==> src/magic_length_frame_receiver_assert.svh <==
// assertion macros for the frame receiver
`ifndef MAGIC_LENGTH_FRAME_RECEIVER_ASSERT_SVH
`define MAGIC_LENGTH_FRAME_RECEIVER_ASSERT_SVH

`ifndef SYNTHESIS
// antecedent holds in a cycle -> consequent holds in the same cycle
`define MLFR_ASSERT_SAME(label, clk, rst, ante, cons) \
   label: assert property (@(posedge clk) disable iff (rst) (ante) |-> (cons)) \
      else $error("frame receiver check failed");
// antecedent holds in a cycle -> consequent holds in the next cycle
`define MLFR_ASSERT_NEXT(label, clk, rst, ante, cons) \
   label: assert property (@(posedge clk) disable iff (rst) (ante) |=> (cons)) \
      else $error("frame receiver check failed");
`else
`define MLFR_ASSERT_SAME(label, clk, rst, ante, cons)
`define MLFR_ASSERT_NEXT(label, clk, rst, ante, cons)
`endif

`endif

==> src/mlfr_pkg.sv <==
`timescale 1ns / 1ps
`default_nettype none

package mlfr_pkg;

   localparam int unsigned ByteW   = 8;
   localparam int unsigned WordW   = 32;
   localparam int unsigned KindW   = 2;
   localparam int unsigned CsrIdxW = 8;
   localparam int unsigned TdataW  = ByteW + WordW;

   localparam logic [WordW-1:0] MagicReset  = 32'h4D49_4E49;  // ascii MINI
   localparam logic [WordW-1:0] MaxLenReset = 32'd65536;

   localparam logic [CsrIdxW-1:0] CsrMagicWord = 8'd0;
   localparam logic [CsrIdxW-1:0] CsrMaxLength = 8'd1;

   typedef enum logic [KindW-1:0] {
      KIND_DATA       = 2'd0,
      KIND_HEADER     = 2'd1,
      KIND_BAD_MAGIC  = 2'd2,
      KIND_BAD_LENGTH = 2'd3
   } kind_type;

   typedef struct packed {
      kind_type          kind;
      logic [ByteW-1:0]  data_byte;
      logic              last;
      logic [WordW-1:0]  header_word;
   } rsp_item_type;

endpackage

`default_nettype wire

==> src/magic_length_frame_receiver.sv <==
`timescale 1ns / 1ps
`default_nettype none

// channel  direction  transfer contents
// req      in         one received byte
// rsp      out        payload byte, header report or error report
// csr      in         register write (0 magic word, 1 max length)
//
// one byte is taken per cycle; all decoding sits between the state registers
// and a two-entry output queue (output register plus skid register)
// a stalled rsp side is absorbed by the skid register; req_tready drops only
// while both entries hold results, so bytes that cause no result keep flowing
// reset is synchronous: hunting the magic word, counters cleared, defaults loaded
// csr writes are always taken and act on the next comparison

`include "magic_length_frame_receiver_assert.svh"

module magic_length_frame_receiver (
   input  wire                                    clock,
   input  wire                                    reset,
   // request byte stream
   input  wire                                    req_tvalid,
   output logic                                   req_tready,
   input  wire  [mlfr_pkg::ByteW-1:0]             req_tdata,   // [7:0] rx_byte
   // result stream
   output logic                                   rsp_tvalid,
   input  wire                                    rsp_tready,
   output logic [mlfr_pkg::TdataW-1:0]            rsp_tdata,   // [7:0] data_byte,
                                                               // [39:8] header_word
   output logic                                   rsp_tlast,   // last
   output logic [mlfr_pkg::KindW-1:0]             rsp_tuser,   // [1:0] kind
   // register write port
   input  wire                                    csr_valid,
   output logic                                   csr_ready,
   input  wire  [mlfr_pkg::CsrIdxW-1:0]           csr_index,
   input  wire  [mlfr_pkg::WordW-1:0]             csr_data
);

   import mlfr_pkg::*;

   typedef enum logic [1:0] {
      PH_MAGIC   = 2'd0,
      PH_LENGTH  = 2'd1,
      PH_PAYLOAD = 2'd2
   } phase_type;

   // configuration
   logic [WordW-1:0] magic_word_ff;
   logic [WordW-1:0] max_length_ff;

   // deframer state
   phase_type        phase_ff,      phase_in;
   logic [1:0]       byte_index_ff, byte_index_in;
   logic [WordW-1:0] assembly_ff,   assembly_in;
   logic [WordW-1:0] bytes_left_ff, bytes_left_in;

   // output queue
   logic             out_valid_ff,  skid_valid_ff;
   rsp_item_type     out_ff,        skid_ff;

   logic             req_xfer;
   logic             rsp_xfer;
   logic             has_result;
   rsp_item_type     result;
   logic [WordW-1:0] gathered;
   logic             word_done;
   logic             last_byte;

   assign req_tready = !skid_valid_ff;
   assign csr_ready  = 1'b1;
   assign req_xfer   = req_tvalid && req_tready;
   assign rsp_xfer   = out_valid_ff && rsp_tready;

   assign gathered  = {assembly_ff[WordW-ByteW-1:0], req_tdata};
   assign word_done = (byte_index_ff == 2'd3);
   assign last_byte = (bytes_left_ff <= 32'd1);

   // decode of one byte
   always_comb begin
      phase_in      = phase_ff;
      byte_index_in = byte_index_ff;
      assembly_in   = assembly_ff;
      bytes_left_in = bytes_left_ff;
      has_result    = 1'b0;
      result        = '{kind: KIND_DATA, data_byte: '0, last: 1'b0, header_word: '0};

      unique case (phase_ff)
         PH_PAYLOAD: begin
            has_result       = 1'b1;
            result.data_byte = req_tdata;
            result.last      = last_byte;
            if (last_byte) begin
               bytes_left_in = '0;
               phase_in      = PH_MAGIC;
               byte_index_in = 2'd0;
            end else begin
               bytes_left_in = bytes_left_ff - 32'd1;
            end
         end
         PH_LENGTH: begin
            assembly_in   = gathered;
            byte_index_in = word_done ? 2'd0 : byte_index_ff + 2'd1;
            if (word_done) begin
               has_result         = 1'b1;
               result.header_word = gathered;
               if (gathered == '0 || gathered > max_length_ff) begin
                  result.kind = KIND_BAD_LENGTH;
                  phase_in    = PH_MAGIC;
               end else begin
                  result.kind   = KIND_HEADER;
                  bytes_left_in = gathered;
                  phase_in      = PH_PAYLOAD;
               end
            end
         end
         default: begin
            // hunting the magic word, also the unused phase code
            phase_in      = PH_MAGIC;
            assembly_in   = gathered;
            byte_index_in = word_done ? 2'd0 : byte_index_ff + 2'd1;
            if (word_done) begin
               if (gathered != magic_word_ff) begin
                  has_result         = 1'b1;
                  result.kind        = KIND_BAD_MAGIC;
                  result.header_word = gathered;
               end else begin
                  phase_in = PH_LENGTH;
               end
            end
         end
      endcase
   end

   // state and configuration registers
   always_ff @(posedge clock) begin
      if (reset) begin
         magic_word_ff <= MagicReset;
         max_length_ff <= MaxLenReset;
         phase_ff      <= PH_MAGIC;
         byte_index_ff <= 2'd0;
         assembly_ff   <= '0;
         bytes_left_ff <= '0;
      end else begin
         if (csr_valid && csr_ready) begin
            if (csr_index == CsrMagicWord) begin
               magic_word_ff <= csr_data;
            end else if (csr_index == CsrMaxLength) begin
               max_length_ff <= csr_data;
            end
         end
         if (req_xfer) begin
            phase_ff      <= phase_in;
            byte_index_ff <= byte_index_in;
            assembly_ff   <= assembly_in;
            bytes_left_ff <= bytes_left_in;
         end
      end
   end

   // output register and skid register; a push only happens with the skid empty
   always_ff @(posedge clock) begin
      if (reset) begin
         out_valid_ff  <= 1'b0;
         skid_valid_ff <= 1'b0;
      end else if (skid_valid_ff) begin
         if (rsp_xfer) begin
            out_ff        <= skid_ff;
            skid_valid_ff <= 1'b0;
         end
      end else if (req_xfer && has_result) begin
         if (!out_valid_ff || rsp_xfer) begin
            out_ff       <= result;
            out_valid_ff <= 1'b1;
         end else begin
            skid_ff       <= result;
            skid_valid_ff <= 1'b1;
         end
      end else if (rsp_xfer) begin
         out_valid_ff <= 1'b0;
      end
   end

   assign rsp_tvalid = out_valid_ff;
   assign rsp_tdata  = {out_ff.header_word, out_ff.data_byte};
   assign rsp_tlast  = out_ff.last;
   assign rsp_tuser  = out_ff.kind;

   // skid entry never waits behind an empty output register
   `MLFR_ASSERT_SAME(a_skid_behind_out, clock, reset, skid_valid_ff, out_valid_ff)
   // a payload phase always has bytes still to pass
   `MLFR_ASSERT_SAME(a_payload_count, clock, reset, phase_ff == PH_PAYLOAD,
                     bytes_left_ff != '0)
   // word gathering is aligned while payload passes
   `MLFR_ASSERT_SAME(a_payload_aligned, clock, reset, phase_ff == PH_PAYLOAD,
                     byte_index_ff == 2'd0)
   // the final payload byte ends the frame
   `MLFR_ASSERT_NEXT(a_last_ends_frame, clock, reset,
                     req_xfer && phase_ff == PH_PAYLOAD && last_byte,
                     phase_ff == PH_MAGIC)

endmodule

`default_nettype wire
==> config.mk <==
export PLATFORM = sky130hd
export DESIGN_NAME = magic_length_frame_receiver
export DESIGN_NICKNAME = d
export VERILOG_FILES = /design/src/mlfr_pkg.sv /design/src/magic_length_frame_receiver.sv
export VERILOG_INCLUDE_DIRS = /design/src /design/src/src
export SDC_FILE = /design/constraint.sdc
export NUM_CORES = 1
export LEC_CHECK = 0
export ABC_AREA = 1
export ABC_CLOCK_PERIOD_IN_PS = 3900
export BUFFER_PORTS_ARGS = -buffer_cell sky130_fd_sc_hd__buf_2
export CORE_MARGIN = 3
export CORE_UTILIZATION = 45
export DETAILED_ROUTE_END_ITERATION = 10
export PLACE_DENSITY_LB_ADDON = 0.15
export SETUP_SLACK_MARGIN = 0.02
export SKIP_LAST_GASP = 1
export SYNTH_ARGS = -nofsm -noshare
export SYNTH_HDL_FRONTEND = slang
export SYNTH_SLANG_ARGS = --single-unit
==> constraint.sdc <==
create_clock -name clock -period 3.9 [get_ports clock]
set_clock_uncertainty 0.2 [all_clocks]
set_input_delay 0.39 -clock clock [delete_from_list [all_inputs] [get_ports clock]]
set_output_delay 0.39 -clock clock [all_outputs]
set_load 0.02 [all_outputs]
After elaboration in Yosys (flattened, before gate mapping)
Index checks and enable logic that the tools add are counted. Widths: inputs -> output; s select.

Register bits after elaboration: 212. Input port bits: 53. Logic and storage cells: 94.

Add/sub/neg operators: 2. $lt $le $gt $ge: 2. Equality and inequality tests: 10. Muxes and demuxes: 37. Bitwise operators: 5. Reduce and logical (&&, ||, !) cells: 22.

Operators by type and width (count): $mux 32 (6); $mux 43 (4); $pmux 32 s2 (2); $gt 32x32->1 (1); $le 32x1->1 const B (1); $logic_not 32->1 (1); $ne 32x32->1 (1); $sub 32x1->32 const B (1); $mux 2 (9); $mux 1 (12); $reduce_and 4->1 (3); $mux 9 (1); $reduce_and 3->1 (3); $eq 8x1->1 const B (1); $logic_not 8->1 (1); $pmux 2 s2 (2); $reduce_bool 2->1 (4); $ne 2x2->1 const B (3); $reduce_and 2->1 (3); $not 1->1 (5); $eq 2x2->1 const B (2); $ne 2x1->1 const B (2); $logic_and 1x1->1 (3); $add 2x1->2 const B (1); other kinds (4) (6).

Logic depth before layout (Yosys ltp)
Gate-level depths: netlist of the first run.

Word-level depth: 8. Gate-level depth with buffers: 21.

Worst setup path after synthesis of the first run
OpenSTA, ideal clock, no wires.

Kind: input to register. Start: input port req_tdata[7] (netlist bit). End: register out_ff, in the netlist rsp_tdata[0], enable pin. Library setup time: 458 ps. Data arrival time: 3318 ps. Data required time: 3242 ps. Setup slack: -76 ps. Stages: 11. Buffers on the path: 0. Cell sequence: inv_2 > or2_1 > nand3_1 > nor2_1 > nand2_1 > nor2_1 > nand2_1 > a21boi_4 > o21ai_1 > nand3b_1 > a21oi_1.

Word-level cells in the longest chain between the ends: 7.

Ends and longest elaborated chain: start: declaration (RTL line magic_length_frame_receiver.sv:24) `input wire [mlfr_pkg::ByteW-1:0] req_tdata,`; $ne 32x32->1 (RTL line magic_length_frame_receiver.sv:122) `if (gathered != magic_word_ff) begin`; $mux 1 (RTL line magic_length_frame_receiver.sv:122); $mux 1 (RTL line magic_length_frame_receiver.sv:121) `if (word_done) begin`; $pmux 1 s2 (RTL line magic_length_frame_receiver.sv:87) `unique case (phase_ff)`; $logic_and 1x1->1 (RTL line magic_length_frame_receiver.sv:170) `end else if (req_xfer && has_result) begin`; $reduce_bool 2->1 (no source line); $reduce_and 4->1 (no source line); end signal: assignment (RTL line magic_length_frame_receiver.sv:167) `out_ff <= skid_ff;`; end signal: assignment (RTL line magic_length_frame_receiver.sv:172) `out_ff <= result;`; end: declaration (RTL line magic_length_frame_receiver.sv:59) `rsp_item_type out_ff, skid_ff;`.

Every way passes these cells. A chain may end at the register's enable or synchronous reset.

Worst setup path in the final report of the first run
Start: register assembly_ff[8]. End: register out_ff, in the netlist rsp_tdata[20], enable pin.

Word-level cells in the longest chain between the ends: 7.

Ends and longest elaborated chain: start: declaration (RTL line magic_length_frame_receiver.sv:54) `logic [WordW-1:0] assembly_ff, assembly_in;`; start signal: assignment (RTL line magic_length_frame_receiver.sv:154) `assembly_ff <= assembly_in;`; $ne 32x32->1 (RTL line magic_length_frame_receiver.sv:122); $mux 1 (RTL line magic_length_frame_receiver.sv:122); $mux 1 (RTL line magic_length_frame_receiver.sv:121); $pmux 1 s2 (RTL line magic_length_frame_receiver.sv:87); $logic_and 1x1->1 (RTL line magic_length_frame_receiver.sv:170); $reduce_bool 2->1 (no source line); $reduce_and 4->1 (no source line).

Every way passes these cells.

==> impl_metrics.csv, run 1 <==
group,metric,value,unit
status,status,"completed",
layout,design_area,12420,um^2
cts,clock_path_buffers,3,
synthesis,synthDistinctLibCells,48,
job,cap_violations,0,
sta,hold_violations,0,
route,avgRoutedWirePerCell,15.86,um
synthesis,ys_warn_count,0,
critical_path,reg2reg_to,"rsp_tdata[20]$_DFFE_PP_",
place,place_area,11290,um^2
synthesis,synthesis.area,10570,um^2
sta,fin_setup_tns,0,ns
die,boundaryPins,99,
die,initial_utilization,0.4627,
die,die-area,25370,um^2
cts,cts_tree,"built",
sta,finalCritPeriodShare,0.7988,
critical_path,r2r_slack,0.78,ns
place,io_buffers,97,
critical_path,worst_setup_path_start_kind,"flip-flop",
cts,cts_setup_buffers,0,
critical_path,worst-r2r-cell-count,12,
critical_path,critPathSlowestCell,"a21oi_4",
synthesis,yosysMostFrequentCell,"nand2_1",
synthesis,synthTopCellsByCount,"289 x nand2_1, 171 x nor2_1, 126 x dfxtp_1, 104 x a21oi_1, 97 x inv_1",
synthesis,synth_edf_count,86,
cts,clock_sinks,212,
route,drtPass1Iterations,5,
route,dr_total_vias,8921,
sta,rsz0062_at_grt,"false",
cts,cts_resized,0,
sta,worst_pin_slew,1.048,ns
sta,min_period,3.115,ns
min_path,worstHoldStart,"req_tdata[0]",
global_route,antenna_found_initial,0,
synthesis,ys_async_sr_fraction,0,
critical_path,startpoint,"assembly_ff[8]$_SDFFE_PP0P_",
synthesis,ys_seq_area_frac,0.4829,
global_route,grt_max_degree,80,
critical_path,required,3.92,ns
route,drc_errors,0,
synthesis,syn_inst,1304,
critical_path,slowest_delay,0.74,ns
layout,fill_cells,2173,
cts,numCtsBuffers,24,
die,die_w,159.3,um
layout,area_growth,17.46,%
synthesis,synth_nets,1394,
min_path,hp-class,"in -> reg",
critical_path,r2r_start,"assembly_ff[8]$_SDFFE_PP0P_",
route,dr.first_iter.drc_count,803,
cts,ctsHoldBuffers,33,
cts,htree_num_levels,1,
cts,cts_root_buf,"clkbuf_16",
sta,setup_viol,0,
cts,path_clk_slew,0.06,ns
power,peakVddDrop,0.0003618,V
synthesis,yosys.area.top_type,"edfxtp_1",
power,finalPower,0.006255,W
route,wl,27640,um
global_route,first_global_vias,8427,
critical_path,crit_chain,"inv_2 > or2_1 > nand3_1 > nor2_1 > nand2_1 > nor2_1 > nand2_1 > a21boi_4 > o21ai_1 > nand3b_1 > a21oi_4 > buf_4",
die,die_h,159.3,um
route,via_per_inst,5.118,
place,dpl.hpwl,19250,um
route,ant_nets,0,
critical_path,crit_path_end_kind,"flip-flop",
sta,max-slew-margin-rel,0.3008,
layout,diodes,0,
critical_path,critPathKind,"reg -> reg",
die,rows,55,
power,power_density,503.8,nW/um^2
global_route,grt_pass1_wl,44630,um
die,core-area,22850,um^2
sta,fmax,0.3210,GHz
sta,final_max_slew_viol_count,0,
power,p_leak,5.323,nW
synthesis,avgSynthCellArea,8.107,um^2
synthesis,synth_top_area_share,0.2443,
layout,drive_gt1_frac,0.1427,
synthesis,synth_seq_cells,212,
critical_path,crit_arrival,3.14,ns
synthesis,synthFlopType,"dfxtp_1",
synthesis,yosys-top-cells-area,"edfxtp_1 24%, dfxtp_1 24%, nand2_1 10%",
global_route,grt_usage,0.2140,
global_route,grt-ovfl-total,0,
layout,fin_nets,1502,
critical_path,path_max_fanout,31,
critical_path,worstSetupEndpoint,"rsp_tdata[20]$_DFFE_PP_",
cts,insertion_delay,0.53,ns
place,gp_congestion,0.8740,
==> critical path: cells and delay by family, from the launching register on <==
kind                   cells  cell delay, ns
buffers and inverters      2            0.47
flip-flops                 1            0.39
AO/OA/AOI/OAI              3            0.94
AND/OR/NAND/NOR            7            0.80
==> final cells by class <==
| type | instances | area, um^2 | area share |
|---|---|---|---|
| clock buffer | 29 | 629.4 | 0.05069 |
| clock inverter | 15 | 162.7 | 0.01310 |
| inverter | 123 | 461.7 | 0.03718 |
| multi-input combinational | 908 | 4728 | 0.3808 |
| sequential | 212 | 5105 | 0.4111 |
| tap | 313 | 391.6 | 0.03154 |
| timing repair buffer | 143 | 938.4 | 0.07557 |
==> layer usage <==
metal	share of wire	GRT usage	vias to the layer above
met3	0.062	0.04032	55
li1	-	-	4526
met5	0	0	-
met1	0.47	0.3028	4060
met4	0.031	0.06884	0
met2	0.44	0.3329	280
==> through the flow <==
step | std cells | hold WS (ns) | worst slack [ns] | utilization
after floorplan | 1304 | 0.2327 | 0.2309 | -
after global placement | 1666 | 0.2458 | 0.7422 | 0.4944
after detailed placement | 1666 | 0.2540 | 0.6899 | 0.4944
after CTS | 1743 | 0.003586 | 0.7445 | 0.5435
after global routing | 1743 | 0.06036 | 0.5050 | 0.5435
final | 1743 | 0.01558 | 0.7849 | 0.5435
==> power breakdown <==
part | total [W] | leakage [nW] | internal (W) | switching, W
logic | 0.00152 | 3.06 | 0.000584 | 0.000939
registers | 0.00247 | 1.87 | 0.00238 | 0.0000935
clock network | 0.00226 | 0.389 | 0.00135 | 0.000913
total | 0.00626 | 5.32 | 0.00431 | 0.00195
==> placed cells by master, fill, tap and decap left out, types with 33 or more instances in the layout <==
| master | n |
|---|---|
| nor2_1 | 169 |
| dfxtp_1 | 126 |
| inv_1 | 96 |
| buf_2 | 97 |
| a21oi_1 | 103 |
| nand3_1 | 42 |
| ha_1 | 37 |
| nand2_1 | 289 |
| o21ai_0 | 94 |
| dlygate4sd3_1 | 33 |
| edfxtp_1 | 86 |
==> cells by family after synthesis <==
logic type               synth area share
adder cells (fa/ha/maj)           0.04379
flip-flops                         0.4829
buffers and inverters             0.07232
XOR/XNOR                          0.03645
AO/OA/AOI/OAI                      0.1232
multiplexers                     0.001065
AND/OR/NAND/NOR                    0.2399
other                           0.0003547
==> sequential cells by signal, summed over array words and instances (netlist names) <==
register	flops
byte_index_ff	2
rsp_tdata	40
rsp_tlast	1
phase_ff	2
bytes_left_ff	32
rsp_tvalid	1
skid_ff	43
magic_word_ff	32
max_length_ff	32
skid_valid_ff	1
assembly_ff	24
rsp_tuser	2
==> worst min-delay path by stage <==
stage	to	slack, ns	cells past startpoint
floorplan	byte_index_ff[0]$_SDFFE_PP0P_	0.23	1
global placement	max_length_ff[1]$_SDFFE_PP0P_	0.25	2
detailed placement	max_length_ff[1]$_SDFFE_PP0P_	0.25	2
CTS	skid_ff[33]$_DFFE_PP_	0.004	3
global route	skid_ff[37]$_DFFE_PP_	0.06	3
finish	skid_ff[33]$_DFFE_PP_	0.02	3
(Power assumes the default switching activity.)
==> inputs of run 2 (changes only) <==
--- a/config.mk
+++ b/config.mk
@@ -7,7 +7,7 @@
 export NUM_CORES = 1
 export LEC_CHECK = 0
 export ABC_AREA = 1
-export ABC_CLOCK_PERIOD_IN_PS = 3900
+export ABC_CLOCK_PERIOD_IN_PS = 2600
 export BUFFER_PORTS_ARGS = -buffer_cell sky130_fd_sc_hd__buf_2
 export CORE_MARGIN = 3
 export CORE_UTILIZATION = 45
==> constraint.sdc (replaced) <==
create_clock -name clock -period 2.6 [get_ports clock]
set_clock_uncertainty 0.2 [all_clocks]
set_input_delay 0.26 -clock clock [delete_from_list [all_inputs] [get_ports clock]]
set_output_delay 0.26 -clock clock [all_outputs]
set_load 0.02 [all_outputs]
==> impl_metrics.csv, run 2 (synthesis results as in run 1) <==
group,metric,value,unit
status,status,"completed",
die,boundaryPins,99,
die,die_h,159.3,um
critical_path,critPathKind,"reg -> reg",
layout,drive_gt1_frac,0.1761,
cts,numCtsBuffers,24,
cts,clock_sinks,212,
critical_path,crit_path_end_kind,"flip-flop",
layout,utilization,0.5715,
critical_path,crit_arrival,2.66,ns
die,die-area,25370,um^2
cts,insertion_delay,0.52,ns
die,die_w,159.3,um
critical_path,crit_chain,"inv_1 > ha_1 > a21oi_1 > o21a_1 > nand2_1 > a21oi_1 > nand2_1 > nand2_2 > nand3_4 > nand2_8 > clkbuf_16 > nand3b_1 > nand2_1 > nor2_1",
cts,path_clk_slew,0.06,ns
critical_path,critPathSlowestCell,"dfxtp_1",
sta,post-route-worst-setup-slack,0.1600,ns
power,power_density,748.2,nW/um^2
layout,fill_cells,2132,
cts,cts_root_buf,"clkbuf_16",
layout,largest-register,"skid_ff",
place,dp_slack,0.01120,ns
route,via_per_inst,5.070,
sta,worst_pin_slew,0.5549,ns
sta,min_period,2.440,ns
layout,area_growth,23.52,%
job,cap_violations,0,
layout,final_common_cell,"nand2_1",
sta,hold_violations,0,
die,initial_utilization,0.4627,
critical_path,slowest_delay,0.30,ns
sta,setup_viol,0,
power,p_leak,5.619,nW
global_route,grt-ovfl-total,0,
place,io_buffers,97,
global_route,antenna_found_initial,0,
place,dpl.hpwl,19560,um
layout,diodes,0,
critical_path,path_max_fanout,8,
die,rows,55,
route,dr_total_vias,9101,
global_route,grt_pass1_wl,44590,um
global_route,grt_max_degree,62,
critical_path,cp_top_family,"simple AND/OR/NAND/NOR gates",
cts,clock_path_buffers,3,
route,ant_nets,0,
die,core-area,22850,um^2
cts,cts_tree,"built",
place,gp_congestion,0.9272,
layout,largest_reg_flops,43,
route,avgRoutedWirePerCell,15.77,um
cts,htree_num_levels,1,
layout,mostFrequentLayoutCells,"288 x nand2_1, 168 x nor2_1, 119 x dfxtp_1",
min_path,hp-class,"in -> reg",
critical_path,path_buf_inv,2,
route,drc_errors,0,
sta,rsz0062_at_grt,"false",
sta,fin_setup_tns,0,ns
sta,finalCritPeriodShare,0.9384,
sta,fmax,0.4098,GHz
global_route,grt_usage,0.2141,
sta,final_max_slew_viol_count,0,
layout,fin_nets,1554,
critical_path,worst_setup_path_start_kind,"flip-flop",
route,drtPass1Iterations,7,
power,peakVddDrop,0.0005951,V
route,dr.first_iter.drc_count,682,
critical_path,worst_path_most_repeated_cell,"nand2_1",
route,wl,28300,um
global_route,first_global_vias,8462,
sta,max-slew-margin-rel,0.6301,
critical_path,required,2.82,ns
[run 2: changes by cell type in the layout (fill, tap and decap cells not counted), sizes merged]
cell,change
dlygate4sd3,+9
buf,+39
clkinv,-2
bufinv,+1
clkbuf,+2
clkinvlp,+3
[run 2: routing by layer]
layer	global-route usage	part of all wire	routed length, um	vias up
met4	0.06446	0.024	686	0
li1	-	-	-	4621
met5	0	0	0	-
met2	0.3392	0.45	12630	274
met1	0.3014	0.46	13040	4157
met3	0.03746	0.069	1949	49
[run 2: final cells by class]
cell class / instances / area [um^2] / share of cell area
Inverter: 123 / 461.7 / 0.03536
Tap cell: 313 / 391.6 / 0.02999
Clock inverter: 17 / 190.2 / 0.01456
Sequential cell: 212 / 5114 / 0.3916
Multi-Input combinational cell: 908 / 4797 / 0.3674
Clock buffer: 27 / 633.1 / 0.04849
Timing Repair Buffer: 195 / 1470 / 0.1126
[run 2: power breakdown]
| part | switching, W | total [W] | internal (W) | leakage (nW) |
|---|---|---|---|---|
| combinational | 0.00149 | 0.00253 | 0.00104 | 3.35 |
| sequential | 0.000136 | 0.00370 | 0.00357 | 1.87 |
| clock | 0.00139 | 0.00354 | 0.00215 | 0.395 |
[run 2: worst min-delay path: cells and delay by family]
family	cells	cell delay (ns)
and+or+nand+nor	2	0.14
buffers and inverters	2	0.26
AOI/OAI and AO/OA	1	0.07
[run 2: worst paths after layout]
path                                       start                        endpoint  slack, ns  cells after the start
hold / removal                      csr_index[6]  magic_word_ff[28]$_SDFFE_PP0P_       0.06                      5
setup / recovery  max_length_ff[29]$_SDFFE_PP0P_   bytes_left_ff[6]$_SDFFE_PP0P_       0.16                     14
setup reg to reg  max_length_ff[29]$_SDFFE_PP0P_   bytes_left_ff[6]$_SDFFE_PP0P_       0.16                     14
hold reg to reg   max_length_ff[19]$_SDFFE_PP0P_  max_length_ff[19]$_SDFFE_PP0P_       0.26                      2
[run 2: stage by stage]
stage	power, W	std cells	hold slack, ns	instance area, um^2
3_3_place_gp	0.006078	1703	0.2430	11600
6_report	0.009769	1795	0.05834	13060
4_1_cts	0.009670	1790	0.04483	12850
2_1_floorplan	0.005513	1304	0.1291	10600
3_5_place_dp	0.006093	1703	0.2486	11600
5_1_grt	0.01024	1795	0.09486	13060
[run 2: timing repair]
item | CTS | global route
setup endpoints to repair | 32 | 62
gates resized for setup | 0 | 21
setup buffers | 1 | 0
pin swaps | 1 | 3
endpoints found under the hold margin | 85 | 0
gates cloned | 0 | 5
hold buffers | 42 | 0
